<file path="src/hdl/clws_pkg.sv">
`default_nettype none

package clws_pkg;

	localparam int NUM_W      = 32;
	localparam int DIGIT_W    = 4;
	localparam int MAX_DIGITS = 10;
	localparam int CNT_W      = $clog2(MAX_DIGITS + 1);
	localparam int ADDR_W     = 3;
	localparam int DATA_W     = 32;

	// request codes
	localparam logic [2:0] ACT_CMD    = 3'd0;
	localparam logic [2:0] ACT_DATA   = 3'd1;
	localparam logic [2:0] ACT_INIT   = 3'd2;
	localparam logic [2:0] ACT_CLEAR  = 3'd3;
	localparam logic [2:0] ACT_MOVE   = 3'd4;
	localparam logic [2:0] ACT_NUMBER = 3'd5;

	// status codes
	localparam logic [1:0] ST_OK     = 2'd0;
	localparam logic [1:0] ST_COLUMN = 2'd1;
	localparam logic [1:0] ST_ROW    = 2'd2;

	// register indexes
	localparam logic REG_BUS_MODE    = 1'b0;
	localparam logic REG_LAST_COLUMN = 1'b1;

	localparam logic       BUS_MODE_RESET    = 1'b1;
	localparam logic [5:0] LAST_COLUMN_RESET = 6'd15;

	// lcd command bytes and characters
	localparam logic [7:0] CMD_FUNC_SET  = 8'h38;
	localparam logic [7:0] CMD_DISP_ON   = 8'h0F;
	localparam logic [7:0] CMD_CLEAR     = 8'h01;
	localparam logic [7:0] CMD_SET_DDRAM = 8'h80;
	localparam logic [7:0] ROW1_OFFSET   = 8'h40;
	localparam logic [7:0] NIB_FUNC_HI   = 8'h02;
	localparam logic [7:0] NIB_FUNC_LO   = 8'h08;
	localparam logic [7:0] CHAR_ZERO     = 8'h30;
	localparam logic [7:0] CHAR_MINUS    = 8'h2D;

	typedef struct packed {
		logic [2:0]        action;
		logic [7:0]        byte_value;
		logic [7:0]        column;
		logic [7:0]        row;
		logic signed [31:0] number;
	} req_t;

	typedef struct packed {
		logic       strobe_res;
		logic       reg_select;
		logic [7:0] bus_value;
		logic [1:0] status;
		logic       last;
	} rsp_t;

	typedef struct packed {
		logic start;
		logic shift_digit;
	} bcd_cmd_t;

	typedef struct packed {
		logic               busy;
		logic [DIGIT_W-1:0] digit;
	} bcd_stat_t;

	// one byte unit: single means one transfer even on the nibble bus
	typedef struct packed {
		logic [7:0] value;
		logic       single;
		logic       fin;
	} unit_t;

	function automatic unit_t init_unit(input logic four_bit, input logic [2:0] idx);
		unit_t u;
		u = '{value: CMD_CLEAR, single: 1'b0, fin: 1'b1};
		if (four_bit) begin
			case (idx)
				3'd0: u = '{value: NIB_FUNC_HI, single: 1'b1, fin: 1'b0};
				3'd1: u = '{value: NIB_FUNC_HI, single: 1'b1, fin: 1'b0};
				3'd2: u = '{value: NIB_FUNC_LO, single: 1'b1, fin: 1'b0};
				3'd3: u = '{value: CMD_DISP_ON, single: 1'b0, fin: 1'b0};
				default: u = '{value: CMD_CLEAR, single: 1'b0, fin: 1'b1};
			endcase
		end else begin
			case (idx)
				3'd0: u = '{value: CMD_FUNC_SET, single: 1'b0, fin: 1'b0};
				3'd1: u = '{value: CMD_DISP_ON, single: 1'b0, fin: 1'b0};
				default: u = '{value: CMD_CLEAR, single: 1'b0, fin: 1'b1};
			endcase
		end
		return u;
	endfunction

endpackage

`default_nettype wire

</file>
<file path="src/hdl/clws_bcd.sv">
`default_nettype none

module clws_bcd import clws_pkg::*; (
	input  wire logic             clk,
	input  wire logic             arst_n,
	input  wire bcd_cmd_t         cmd,
	input  wire logic [NUM_W-1:0] mag,
	output bcd_stat_t             stat
);

	localparam int BCD_W     = MAX_DIGITS * DIGIT_W;
	localparam int BIT_CNT_W = $clog2(NUM_W + 1);

	logic [BCD_W-1:0]     bcd_q;
	logic [NUM_W-1:0]     bin_q;
	logic [BIT_CNT_W-1:0] bit_cnt_q;
	logic [BCD_W-1:0]     adj;

	// add 3 to every digit of 5 or more before the next doubling
	always_comb begin
		for (int i = 0; i < MAX_DIGITS; i++) begin
			if (bcd_q[i*DIGIT_W +: DIGIT_W] >= DIGIT_W'(5))
				adj[i*DIGIT_W +: DIGIT_W] = bcd_q[i*DIGIT_W +: DIGIT_W] + DIGIT_W'(3);
			else
				adj[i*DIGIT_W +: DIGIT_W] = bcd_q[i*DIGIT_W +: DIGIT_W];
		end
	end

	always_ff @(posedge clk or negedge arst_n) begin
		if (!arst_n) begin
			bit_cnt_q <= '0;
		end else if (cmd.start) begin
			bit_cnt_q <= BIT_CNT_W'(NUM_W);
		end else if (bit_cnt_q != '0) begin
			bit_cnt_q <= bit_cnt_q - BIT_CNT_W'(1);
		end
	end

	// one magnitude bit per cycle in, one digit per shift out (msd first)
	always_ff @(posedge clk) begin
		if (cmd.start) begin
			bcd_q <= '0;
			bin_q <= mag;
		end else if (bit_cnt_q != '0) begin
			bcd_q <= {adj[BCD_W-2:0], bin_q[NUM_W-1]};
			bin_q <= {bin_q[NUM_W-2:0], 1'b0};
		end else if (cmd.shift_digit) begin
			bcd_q <= {bcd_q[BCD_W-DIGIT_W-1:0], DIGIT_W'(0)};
		end
	end

	assign stat.busy  = (bit_cnt_q != '0);
	assign stat.digit = bcd_q[BCD_W-1 -: DIGIT_W];

endmodule

`default_nettype wire

</file>
<file path="src/hdl/clws_seq.sv">
`default_nettype none

module clws_seq import clws_pkg::*; (
	input  wire logic       clk,
	input  wire logic       arst_n,
	input  wire logic       bus_mode,
	input  wire logic [5:0] last_column,
	input  wire logic       req_valid,
	output logic            req_ready,
	input  wire req_t       req,
	output logic            rsp_valid,
	input  wire logic       rsp_ready,
	output rsp_t            rsp
);

	typedef enum logic [1:0] {S_IDLE, S_CONV, S_SKIP, S_SEND} state_t;
	typedef enum logic [1:0] {K_SINGLE, K_INIT, K_NUMBER} kind_t;

	state_t           state_q;
	kind_t            kind_q;
	logic [7:0]       val_q;
	logic             single_q;
	logic             fin_q;
	logic             nib_q;
	logic             rs_q;
	logic             strobe_q;
	logic [1:0]       status_q;
	logic             neg_q;
	logic [2:0]       init_idx_q;
	logic [CNT_W-1:0] cnt_q;
	logic             rsp_valid_q;
	rsp_t             rsp_q;

	bcd_cmd_t         cmd;
	bcd_stat_t        stat;
	logic [NUM_W-1:0] num_u;
	logic [NUM_W-1:0] mag;
	logic             accept;
	logic             out_free;
	logic             split;
	logic             xfer;
	logic             unit_done;
	logic             skip_shift;
	logic             load_digit;
	logic             column_ok;
	logic [7:0]       move_addr;
	logic [1:0]       move_st;
	logic [7:0]       xfer_val;
	unit_t            first_init;
	unit_t            next_init;
	state_t           acc_state;
	kind_t            acc_kind;
	logic [7:0]       acc_val;
	logic             acc_rs;
	logic             acc_strobe;
	logic [1:0]       acc_status;
	logic             acc_single;
	logic             acc_fin;

	assign accept    = req_valid && (state_q == S_IDLE);
	assign out_free  = !rsp_valid_q || rsp_ready;
	assign split     = bus_mode && !single_q;
	assign xfer      = (state_q == S_SEND) && out_free;
	assign unit_done = xfer && (!split || nib_q);

	// drop leading zero digits but always keep the last one
	assign skip_shift = (state_q == S_SKIP) && (stat.digit == '0) && (cnt_q > CNT_W'(1));
	assign load_digit = ((state_q == S_SKIP) && !skip_shift && !neg_q)
		|| (unit_done && !fin_q && (kind_q == K_NUMBER));

	assign num_u = NUM_W'($unsigned(req.number));
	assign mag   = num_u[NUM_W-1] ? (~num_u + NUM_W'(1)) : num_u;

	assign cmd.start       = accept && (req.action == ACT_NUMBER);
	assign cmd.shift_digit = skip_shift || load_digit;

	assign column_ok  = (req.column <= {2'b00, last_column});
	assign first_init = init_unit(bus_mode, 3'd0);
	assign next_init  = init_unit(bus_mode, init_idx_q + 3'd1);

	always_comb begin
		move_addr = 8'h00;
		move_st   = ST_OK;
		if (req.row == 8'd0)
			move_addr = req.column;
		else if (req.row == 8'd1)
			move_addr = req.column + ROW1_OFFSET;
		else
			move_st = ST_ROW;
	end

	// first unit of a newly accepted request
	always_comb begin
		acc_state  = S_SEND;
		acc_kind   = K_SINGLE;
		acc_val    = req.byte_value;
		acc_rs     = 1'b0;
		acc_strobe = 1'b1;
		acc_status = ST_OK;
		acc_single = 1'b0;
		acc_fin    = 1'b1;
		case (req.action)
			ACT_CMD: acc_val = req.byte_value;
			ACT_DATA: acc_rs = 1'b1;
			ACT_INIT: begin
				acc_kind   = K_INIT;
				acc_val    = first_init.value;
				acc_single = first_init.single;
				acc_fin    = first_init.fin;
			end
			ACT_CLEAR: acc_val = CMD_CLEAR;
			ACT_MOVE: begin
				if (!column_ok) begin
					acc_strobe = 1'b0;
					acc_val    = 8'h00;
					acc_single = 1'b1;
					acc_status = ST_COLUMN;
				end else begin
					acc_val    = move_addr | CMD_SET_DDRAM;
					acc_status = move_st;
				end
			end
			ACT_NUMBER: begin
				acc_kind  = K_NUMBER;
				acc_rs    = 1'b1;
				acc_state = S_CONV;
			end
			default: acc_state = S_IDLE;
		endcase
	end

	always_comb begin
		if (split && !nib_q)
			xfer_val = {4'b0000, val_q[7:4]};
		else if (split)
			xfer_val = {4'b0000, val_q[3:0]};
		else
			xfer_val = val_q;
	end

	clws_bcd u_bcd (
		.clk    (clk),
		.arst_n (arst_n),
		.cmd    (cmd),
		.mag    (mag),
		.stat   (stat)
	);

	always_ff @(posedge clk or negedge arst_n) begin
		if (!arst_n) begin
			state_q     <= S_IDLE;
			kind_q      <= K_SINGLE;
			val_q       <= 8'h00;
			single_q    <= 1'b0;
			fin_q       <= 1'b0;
			nib_q       <= 1'b0;
			rs_q        <= 1'b0;
			strobe_q    <= 1'b0;
			status_q    <= ST_OK;
			neg_q       <= 1'b0;
			init_idx_q  <= '0;
			cnt_q       <= '0;
			rsp_valid_q <= 1'b0;
			rsp_q       <= '0;
		end else begin
			if (xfer)
				rsp_valid_q <= 1'b1;
			else if (out_free)
				rsp_valid_q <= 1'b0;
			if (load_digit) begin
				val_q    <= CHAR_ZERO | {4'b0000, stat.digit};
				single_q <= 1'b0;
				fin_q    <= (cnt_q == CNT_W'(1));
				cnt_q    <= cnt_q - CNT_W'(1);
			end
			if (skip_shift)
				cnt_q <= cnt_q - CNT_W'(1);

			case (state_q)
				S_IDLE: begin
					if (accept) begin
						state_q    <= acc_state;
						kind_q     <= acc_kind;
						val_q      <= acc_val;
						rs_q       <= acc_rs;
						strobe_q   <= acc_strobe;
						status_q   <= acc_status;
						single_q   <= acc_single;
						fin_q      <= acc_fin;
						nib_q      <= 1'b0;
						init_idx_q <= '0;
						neg_q      <= (req.action == ACT_NUMBER) && num_u[NUM_W-1];
						cnt_q      <= CNT_W'(MAX_DIGITS);
					end
				end
				S_CONV: begin
					if (!stat.busy)
						state_q <= S_SKIP;
				end
				S_SKIP: begin
					if (!skip_shift) begin
						state_q <= S_SEND;
						nib_q   <= 1'b0;
						if (neg_q) begin
							val_q    <= CHAR_MINUS;
							single_q <= 1'b0;
							fin_q    <= 1'b0;
							neg_q    <= 1'b0;
						end
					end
				end
				S_SEND: begin
					if (xfer) begin
						rsp_q <= '{strobe_res: strobe_q, reg_select: rs_q,
							bus_value: xfer_val, status: status_q,
							last: unit_done && fin_q};
						nib_q <= split && !nib_q;
						if (unit_done) begin
							if (fin_q) begin
								state_q <= S_IDLE;
							end else if (kind_q == K_INIT) begin
								init_idx_q <= init_idx_q + 3'd1;
								val_q      <= next_init.value;
								single_q   <= next_init.single;
								fin_q      <= next_init.fin;
							end
						end
					end
				end
				default: state_q <= S_IDLE;
			endcase
		end
	end

	assign req_ready = (state_q == S_IDLE);
	assign rsp_valid = rsp_valid_q;
	assign rsp       = rsp_q;

endmodule

`default_nettype wire

</file>
<file path="src/hdl/char_lcd_write_sequencer.sv">
// a request is taken in the idle state; its first transfer is registered when the output is free
// a number request first runs binary-to-decimal shifting, then skips up to 9 leading zero digits
// throughput: one transfer per cycle while sending with rsp_ready high; the next request is taken
// once the final transfer of the current one is loaded into the output register
// reset: asynchronous, clears the sequencer, the output valid and sets bus_mode 1, last_column 15
`default_nettype none

module char_lcd_write_sequencer import clws_pkg::*; (
	input  wire logic              clk,
	input  wire logic              arst_n,
	input  wire logic              req_valid,
	output logic                   req_ready,
	input  wire req_t              req,
	output logic                   rsp_valid,
	input  wire logic              rsp_ready,
	output rsp_t                   rsp,
	input  wire logic              psel,
	input  wire logic              penable,
	input  wire logic              pwrite,
	input  wire logic [ADDR_W-1:0] paddr,
	input  wire logic [DATA_W-1:0] pwdata,
	output logic [DATA_W-1:0]      prdata,
	output logic                   pready
);

	logic       bus_mode_q;
	logic [5:0] last_column_q;
	logic       reg_wr;

	assign pready = 1'b1;
	assign reg_wr = psel && penable && pwrite && pready;

	always_ff @(posedge clk or negedge arst_n) begin
		if (!arst_n) begin
			bus_mode_q    <= BUS_MODE_RESET;
			last_column_q <= LAST_COLUMN_RESET;
		end else if (reg_wr) begin
			case (paddr[2])
				REG_BUS_MODE: bus_mode_q <= pwdata[0];
				REG_LAST_COLUMN: last_column_q <= pwdata[5:0];
				default: bus_mode_q <= bus_mode_q;
			endcase
		end
	end

	always_comb begin
		case (paddr[2])
			REG_BUS_MODE: prdata = {{(DATA_W-1){1'b0}}, bus_mode_q};
			REG_LAST_COLUMN: prdata = {{(DATA_W-6){1'b0}}, last_column_q};
			default: prdata = '0;
		endcase
	end

	clws_seq u_seq (
		.clk         (clk),
		.arst_n      (arst_n),
		.bus_mode    (bus_mode_q),
		.last_column (last_column_q),
		.req_valid   (req_valid),
		.req_ready   (req_ready),
		.req         (req),
		.rsp_valid   (rsp_valid),
		.rsp_ready   (rsp_ready),
		.rsp         (rsp)
	);

	// a transaction without strobe only reports a rejected column and ends the request
	a_status_only: assert property (@(posedge clk) disable iff (!arst_n)
		rsp_valid && !rsp.strobe_res |-> rsp.last && (rsp.status == ST_COLUMN))
		else $error("status-only transaction malformed");

	// character data never carries an error status
	a_data_ok: assert property (@(posedge clk) disable iff (!arst_n)
		rsp_valid && rsp.reg_select |-> rsp.status == ST_OK)
		else $error("data transaction with error status");

	// nibble bus keeps the upper lines clear
	a_nibble: assert property (@(posedge clk) disable iff (!arst_n)
		rsp_valid && rsp.strobe_res && bus_mode_q |-> rsp.bus_value[7:4] == 4'h0)
		else $error("nibble transfer with upper bits set");

	// a number request holds off the next one while it converts
	a_number_busy: assert property (@(posedge clk) disable iff (!arst_n)
		req_valid && req_ready && (req.action == ACT_NUMBER) |=> !req_ready)
		else $error("request taken during conversion");

endmodule

`default_nettype wire
</file>
<file path="config.mk">
export PLATFORM = sky130hd
export DESIGN_NAME = char_lcd_write_sequencer
export DESIGN_NICKNAME = d
export VERILOG_FILES = /design/src/hdl/clws_pkg.sv /design/src/hdl/clws_bcd.sv /design/src/hdl/clws_seq.sv /design/src/hdl/char_lcd_write_sequencer.sv
export SDC_FILE = /design/constraint.sdc
export NUM_CORES = 1
export LEC_CHECK = 0
export ABC_CLOCK_PERIOD_IN_PS = 3200
export BUFFER_PORTS_ARGS = -buffer_cell sky130_fd_sc_hd__buf_2
export CAP_MARGIN = 20
export CORE_UTILIZATION = 57
export CTS_CLUSTER_DIAMETER = 40
export DETAILED_ROUTE_END_ITERATION = 8
export PLACE_DENSITY = 0.9
export SYNTH_ARGS = -nofsm -noshare
export SYNTH_HDL_FRONTEND = slang
export SYNTH_SLANG_ARGS = --single-unit
</file>
<file path="constraint.sdc">
create_clock -name clk -period 3.2 [get_ports clk]
set_clock_uncertainty 0.1 [all_clocks]
set_input_delay 0.64 -clock clk [delete_from_list [all_inputs] [get_ports clk]]
set_output_delay 0.64 -clock clk [all_outputs]
set_load 0.01 [all_outputs]
</file>
# == Word-level counts from Yosys, hierarchy flattened ==
# Index checks and enable logic that the tools add are counted.
# word_totals
register_bits,126
input_bits,101
output_inout_bits,48
word_cells,217
# op_classes
addsub,15
magnitude_cmp,12
n_eq_ne,23
mux,92
bitwise,2
reduce_logical,50
# ops
op,count
$mux W32,3
$mux W8,12
$mux W40,2
$pmux W32 S2,1
$mux W4,13
$pmux W8 S3,2
$ge A4 B3 Y1 const B,10
$add A4 B2 Y4 const B,9
$add A32 B1 Y32 const B,1
$not A32 Y32,1
$mux W1,27
$mux W2,10
$mux W3,6
$pmux W6 S3,1
$logic_and A1 B1 Y1,16
$pmux W8 S2,1
$mux W7,2
$eq A3 B2 Y1 const B,4
$mux W6,2
$reduce_and A6 Y1,2
$mux W10,1
$reduce_bool A2 Y1,5
$pmux W1 S3,3
$eq A8 B1 Y1 const B,1
other kinds (32),59

# == Longest topological paths before layout ==
# Gate-level depths: netlist (run 1).
# depth
ltp_word,14
mapped_depth,9
ltp_nobuf,8

# == Hierarchy ==
# From an unflattened synthesis (run 1), not the netlist that was laid out.
# unflattened
cells_unflattened,825
area_unflattened_um2,8146.6
# by_module_without_submodules
mod,n_inst,cells_per_inst,area_per_inst_um2,seq_area_each_um2
clws_bcd,1,392,4306.6,1911.8
clws_seq,1,382,3290.7,1026.0
char_lcd_write_sequencer,1,51,549.3,181.4

# == Worst setup path after synthesis (run 1) ==
# Ideal clock, no wire load.
# synth_timing
path_kind,input-to-reg
from,input req[2] (netlist name)
to,"register u_seq.u_bcd.bin_q[23], data pin"
setup_time_ns,0.264
t_arrival_ns,2.676
required_time_ns,2.836
slack_ns,0.160
path_stages,8
n_path_buf,2
cell_sequence,or4_1 > or4_1 > buf_2 > or4_1 > buf_2 > o41ai_4 > xor2_1 > o21ai_1
# synth_via
elab_chain_len,4
# synth_lines
item,line_no,source
"start, declared",char_lcd_write_sequencer.sv:13,"input wire req_t req,"
$not A32 Y32,clws_seq.sv:72,assign mag = num_u[NUM_W-1] ? (~num_u + NUM_W'(1)) : num_u;
$add A32 B1 Y32,clws_seq.sv:72,
$mux W32,clws_seq.sv:72,
$mux W32,clws_bcd.sv:41,if (cmd.start) begin
"end signal, assigned",clws_bcd.sv:43,bin_q <= mag;
"end signal, assigned",clws_bcd.sv:46,"bin_q <= {bin_q[NUM_W-2:0], 1'b0};"
"end, declared",clws_bcd.sv:15,logic [NUM_W-1:0] bin_q;
# Every way passes these cells.
# A chain may end at the register's enable or synchronous reset.

# == Final worst setup path (run 1) ==
# layout_timing
from,register u_seq.u_bcd.bcd_q[37]
to,register u_seq.u_bcd.bcd_q[11]
# layout_via
elab_chain_len,9
# layout_lines
item,line_no,source
"start, declared",clws_bcd.sv:14,logic [BCD_W-1:0] bcd_q;
"start signal, assigned",clws_bcd.sv:45,"bcd_q <= {adj[BCD_W-2:0], bin_q[NUM_W-1]};"
"start signal, assigned",clws_bcd.sv:48,"bcd_q <= {bcd_q[BCD_W-DIGIT_W-1:0], DIGIT_W'(0)};"
$logic_not A4 Y1 (*),clws_seq.sv:67,assign skip_shift = (state_q == S_SKIP) && (stat.digit == '0) && (cnt_q > CNT_W'(1));
$logic_and A1 B1 Y1 (*) (2 in a row),clws_seq.sv:67,
$logic_not A1 Y1,clws_seq.sv:68,assign load_digit = ((state_q == S_SKIP) && !skip_shift && !neg_q)
$logic_and A1 B1 Y1 (2 in a row),clws_seq.sv:68,
$logic_or A1 B1 Y1,clws_seq.sv:69,|| (unit_done && !fin_q && (kind_q == K_NUMBER));
$logic_or A1 B1 Y1 (*),clws_seq.sv:75,assign cmd.shift_digit = skip_shift || load_digit;
$reduce_bool A2 Y1 (no source line) (*),--,
# Every way passes the cells marked *; elsewhere a longest branch is shown, timed or not.

==> impl_metrics.py, run 1 <==
metrics = {
    "setup_path": {
        "path_class": "flip-flop to flip-flop",
        "end_kind": "flip-flop",
        "crit_path_start_kind": "flip-flop",
        "arrival_ns": 3.05,
        "critical_path_required_ns": 3.40,
        "path_max_fanout": 22,
    },
    "die": {
        "die_w_um": 120,
        "rows": 42,
        "io_pins": 149,
        "core_area_um2": 13300,
        "dieHeight_um": 120,
        "dieArea_um2": 14300,
        "start_util": 0.591,
    },
    "cts": {
        "cts_tree": "built",
        "post_cts_buffers": 0,
        "clock_sinks": 126,
        "cts_buffer_depth": 2,
        "root_buffer": "clkbuf_16",
        "htree_levels": 4,
        "insertion_delay_ns": 0.42,
        "cts_buffers": 17,
        "path_clk_slew_ns": 0.05,
    },
    "synth": {
        "synthDistinctLibCells": 60,
        "yosysSeqAreaShare": 0.395,
        "synth_seq_cells": 126,
        "yosysTopAreaCell": "dfrtp_1",
        "synth-async-reset-ratio": 0.429,
        "post-synth-top-count-cell": "o21ai_0",
        "synth-edff-count": 32,
        "synth_area_um2": 7890,
        "yosys-top-cells-area": "dfrtp_1 (16%), edfxtp_1 (12%), dfxtp_1 (10%), o21ai_0 (8.0%), ha_1 (6.5%)",
        "syn_area_per_cell_um2": 8.69,
        "synthFlopType": "dfrtp_1",
        "ys_warn_count": 0,
        "yosysTopAreaCellShare": 0.155,
        "yosys-top-cells-count": "o21ai_0 (126), nand2_1 (124), a21oi_1 (57)",
        "syn-instance-count": 908,
    },
    "timing": {
        "worst_slack_ns": 0.351,
        "fin_crit_sh": 0.890,
        "setup_viol": 0,
        "tns_ns": 0,
        "fin_crit_ns": 2.85,
        "final-hold-violation-count": 0,
        "timing.fmax_mhz": 351,
        "maxSlewViolCount": 0,
        "rsz0062_at_grt": "false",
        "max_slew_margin": 0.419,
        "tightest_slew_ns": 0.863,
    },
    "global_routing": {
        "grt_pass1_vias": 6788,
        "antenna_found_initial": 0,
        "grt_start_max_net_pins": 55,
        "grt_pass1_wl_um": 31700,
        "grtUsageTotal": 0.278,
        "overflow": 0,
    },
    "placement": {
        "portBuffers": 93,
        "postPlaceCellArea_um2": 8530,
        "place_congestion": 0.967,
        "dpl_worst_slack_ns": -0.0843,
        "dpl.hpwl_um": 13200,
    },
    "finish": {
        "area_growth_pct": 15.1,
        "final_layout_size_suffix_gt1_frac": 0.170,
        "stdcell_area_um2": 9080,
        "num_antenna_cells": 0,
        "nets": 1145,
        "multiInputGateArea_um2": 4360,
        "ff_latch_area_um2": 3120,
        "fillCellCount": 1008,
    },
    "detailed_routing": {
        "drc": 0,
        "routed.top_layer": "met4",
        "wl_per_cell_um": 16.2,
        "routedLengthMet1_um": 7730,
        "viasPerCell": 6.03,
        "first_pass_iters": 5,
        "drt_iter0_drc": 615,
        "dr_wl_met3_um": 1260,
        "postRouteAntennaNets": 0,
        "totalWireLength_um": 19300,
        "wl_met2_um": 9850,
        "vias": 7182,
    },
    "flow_run": {
        "max-cap-violations": 0,
    },
    "pwr": {
        "power.leakage_uw": 0.00408,
        "vdd_ir_drop_max_mv": 0.455,
        "power_density_nw_per_um2": 929,
    },
    "outcome": {
        "status": "finished, final reports clean",
    },
    "min_path": {
        "hp-class": "input pin to asynchronous set/reset pin",
    },
}
## final timing paths
check / slack (ns) / endpoint / from / cells past startpoint
setup / recovery: 0.35 / u_seq.u_bcd.bcd_q[11] / u_seq.u_bcd.bcd_q[37] / 10
hold / removal: 0.25 / u_seq.init_idx_q[1] / arst_n / 2
setup reg to reg: 0.35 / u_seq.u_bcd.bcd_q[11] / u_seq.u_bcd.bcd_q[37] / 10
hold reg to reg: 0.37 / u_seq.status_q[0] / u_seq.status_q[0] / 1
max in group asynchronous: 2.27 / u_seq.kind_q[1] / arst_n / 2
min in group clk: 0.35 / last_column_q[1] / pwdata[1] / 2
## worst max-delay path, cell delays in order, from the launching register on
cell and delay, ns:
dfxtp_1 0.44, inv_1 0.12, ha_1 0.19, nor4bb_1 0.14, o31a_1 0.18, nor3_4 0.59
buf_4 0.43, nor2_1 0.09, buf_4 0.18, a32oi_1 0.17, a21oi_1 0.08
## placed cells by master (no fill, tap or decap), types with 4 or more instances in the layout
master / instances
a32oi_1: 10
xnor2_1: 15
nor2b_1: 7
nor2_1: 35
buf_2: 93
dfrtp_1: 49
a21oi_1: 57
o21ai_1: 12
ha_1: 41
clkbuf_16: 17
dfxtp_1: 40
o41ai_1: 5
o21ai_0: 126
nand4_1: 4
a211oi_1: 5
or3_1: 4
mux2_2: 14
nand3b_1: 4
nand3_1: 16
o211ai_1: 7
xor2_1: 32
o31ai_1: 10
dfstp_2: 5
conb_1: 27
nand2_1: 123
mux2i_1: 28
or4_1: 10
and2_1: 8
inv_1: 40
clkbuf_1: 5
nand2b_1: 27
a21o_1: 5
a31oi_1: 12
edfxtp_1: 32
buf_4: 26
nor3_1: 19
## metal layers
metal	vias up	GRT usage
met5	-	0
met4	0	0.118
met3	52	0.0580
met2	301	0.482
met1	3451	0.333
li1	3378	-
## where the power goes
part,internal (µW),total [µW],switching (µW)
logic,1540,3620,2080
clock network,1120,1810,687
registers,2410,3000,589
total,5080,8430,3350
## area by class of cell
| cell class | count | share of cell area |
|---|---|---|
| well taps | 176 | 0.0243 |
| flip-flops and latches | 126 | 0.344 |
| multi-input cells | 698 | 0.480 |
| inverters | 40 | 0.0165 |
| repair buffers | 120 | 0.0750 |
| clock inverters | 7 | 0.00689 |
| clock buffers | 25 | 0.0535 |
## per-stage QoR
stage               std cells  hold WS [ns]  power, µW   util
global route             1192         0.306       9070  0.680
detailed placement       1160         0.367       6520  0.639
finish                   1192         0.251       8430  0.680
floorplan                 933         0.244       5520      -
global placement         1160         0.355       6270  0.639
CTS                      1192         0.273       8390  0.680
## cells by family (layout without fill, tap and decap cells)
logic type,after synthesis,count (layout),share of synthesized area
AND/OR/NAND/NOR,272,272,0.164
multiplexers,42,42,0.0555
buffers and inverters,109,192,0.0654
AO/OA/AOI/OAI,269,269,0.201
flip-flops,126,126,0.395
adder cells (fa/ha/maj),41,41,0.0650
other,2,27,0.000952
XOR/XNOR,47,47,0.0522
## flip-flops by register name (all words and copies together) (netlist names), 2 cells and up
signal and cells:
u_seq.init_idx_q 3, u_seq.val_q 8, u_seq.rsp 13, u_seq.u_bcd.bcd_q 40, u_seq.kind_q 2, u_seq.state_q 2
u_seq.u_bcd.bit_cnt_q 6, u_seq.status_q 2, u_seq.cnt_q 4, last_column_q 6, u_seq.u_bcd.bin_q 32
## timing repair
action                                  4_1_cts  5_1_grt
gates resized for setup                       0        1
hold buffers                                  0        0
endpoints found under the setup margin        0        9
Power figures use the tool's default switching activity.
==> inputs of run 2 (changes only) <==
CORE_ASPECT_RATIO = 1.4   (was not set)
==> run 2 against run 1 <==
  * Register-to-register slack worse by 0.16 ns
  * First-iteration DRC count down 20%
  * Core utilization down 0.14 points
  * Critical path depth down 2
  * Final cell count up 0.25%
  * Worst hold slack better by 0.0032 ns
  * Clock-buffer cell count down 7
  * Critical path type unchanged
==> impl_metrics.py, run 2 (synthesized netlist as in run 1, its figures left out) <==
metrics = {
    "outcome": {
        "status": "finished, final reports clean",
    },
    "setup_path": {
        "path_cells": "nor3b_1 -> buf_4 -> nor4_1 -> buf_4 -> or3_1 -> nor2_1 -> o21ai_0 -> a21oi_1",
        "critPathTopFamily": "simple AND/OR/NAND/NOR gates",
        "critPathMaxStageDelay_ns": 0.65,
        "path_class": "flip-flop to flip-flop",
        "slowest_stage": "nor2_1",
        "path_buf_inv": 2,
        "arrival_ns": 3.26,
        "critical_path.most_common_cell": "buf_4",
        "critical_path_required_ns": 3.45,
        "crit_path_start_kind": "flip-flop",
        "path_max_fanout": 10,
        "end_kind": "flip-flop",
    },
    "finish": {
        "final_cell_mix": "o21ai_0 (126), nand2_1 (123), buf_2 (93), a21oi_1 (57), dfrtp_1 (49)",
        "nets": 1142,
        "final_layout_size_suffix_gt1_frac": 0.173,
        "largest_reg_flops": 40,
        "num_antenna_cells": 0,
        "final_common_cell": "o21ai_0",
        "area_growth_pct": 15.8,
        "largest-register": "u_seq.u_bcd.bcd_q",
    },
    "pwr": {
        "vdd_ir_drop_max_mv": 0.507,
        "power.leakage_uw": 0.00409,
        "power_density_nw_per_um2": 945,
    },
    "cts": {
        "cts_resized": 0,
        "clock_sinks": 126,
        "cts_buffer_depth": 2,
        "cts_tree": "built",
        "root_buffer": "clkbuf_16",
        "postCtsHoldBufs": 0,
        "insertion_delay_ns": 0.42,
        "post_cts_buffers": 0,
        "cts_buffers": 17,
        "path_clk_slew_ns": 0.06,
        "htree_levels": 4,
    },
    "global_routing": {
        "grt_pass1_vias": 6778,
        "overflow": 0,
        "antenna_found_initial": 0,
        "grt_pass1_wl_um": 31800,
        "grtUsageTotal": 0.282,
        "grt_start_max_net_pins": 56,
    },
    "placement": {
        "place_congestion": 0.938,
        "dpl_worst_slack_ns": 0.0143,
        "dpl.hpwl_um": 13100,
        "portBuffers": 93,
    },
    "detailed_routing": {
        "totalWireLength_um": 19200,
        "vias": 7140,
        "wl_per_cell_um": 16.0,
        "first_pass_iters": 5,
        "drc": 0,
        "viasPerCell": 5.97,
        "postRouteAntennaNets": 0,
        "drt_iter0_drc": 491,
    },
    "die": {
        "start_util": 0.586,
        "dieArea_um2": 14300,
        "io_pins": 149,
        "core_area_um2": 13500,
        "dieHeight_um": 141,
        "die_w_um": 101,
        "rows": 50,
    },
    "timing": {
        "tightest_slew_ns": 0.707,
        "fin_crit_ns": 3.01,
        "maxSlewViolCount": 0,
        "fin_crit_sh": 0.941,
        "timing.fmax_mhz": 332,
        "setup_viol": 0,
        "worst_slack_ns": 0.188,
        "final-hold-violation-count": 0,
        "tns_ns": 0,
        "rsz0062_at_grt": "false",
        "max_slew_margin": 0.527,
    },
    "flow_run": {
        "max-cap-violations": 0,
    },
    "min_path": {
        "hp-class": "input pin to asynchronous set/reset pin",
    },
}
run 2: cell types whose count changed in the layout (fill, tap and decap cells not counted), sizes merged:
| cell | previous run | this run |
|---|---|---|
| buf | 120 | 117 |
| bufinv | 1 | 4 |
| clkbuf | 25 | 18 |
| clkinv | 4 | 6 |
| clkinvlp | 2 | 3 |
| inv | 40 | 41 |
run 2: through the flow:
| step | instance area [µm²] | hold slack [ns] | power [µW] | std cells | utilization |
|---|---|---|---|---|---|
| finish | 9130 | 0.254 | 8630 | 1195 | 0.679 |
| global placement | 8510 | 0.348 | 6300 | 1163 | 0.633 |
| floorplan | 7980 | 0.244 | 5520 | 933 | - |
| global route | 9130 | 0.317 | 9280 | 1195 | 0.679 |
| detailed placement | 8510 | 0.363 | 6500 | 1163 | 0.633 |
| CTS | 9130 | 0.278 | 8600 | 1195 | 0.679 |
run 2: path summary, 6_finish.rpt:
kind	startpoint	endpoint	slack, ns	cells after the start
min	arst_n	u_seq.state_q[0]	0.25	2
max in group asynchronous	arst_n	u_seq.cnt_q[0]	2.29	2
min in group clk	pwdata[4]	last_column_q[4]	0.35	2
min reg2reg	u_seq.status_q[0]	u_seq.status_q[0]	0.37	1
max	bus_mode_q	u_seq.u_bcd.bcd_q[27]	0.19	8
max reg2reg	bus_mode_q	u_seq.u_bcd.bcd_q[27]	0.19	8
run 2: power breakdown:
group | switching, µW | leakage (µW) | internal (µW) | total, µW
registers | 592 | 0.00138 | 2410 | 3000
clock network | 739 | 0.000294 | 1300 | 2040
logic | 2060 | 0.00242 | 1530 | 3590
total | 3390 | 0.00409 | 5240 | 8630
run 2: layout make-up:
type                       instances  area, µm²
timing repair buffer             117        658
fill                            1010       4320
sequential                       126       3120
multi-input combinational        698       4360
clock inverter                    14        191
tap                              182        228
clock buffer                      18        429
inverter                          40        150
run 2: layer usage:
metal	track usage	vias up	part of all wire	wire length, µm
li1	-	3373	-	-
met1	0.309	3368	0.38	7260
met2	0.493	307	0.51	9860
met3	0.0625	92	0.058	1110
met4	0.168	0	0.048	929
met5	0	-	0	0
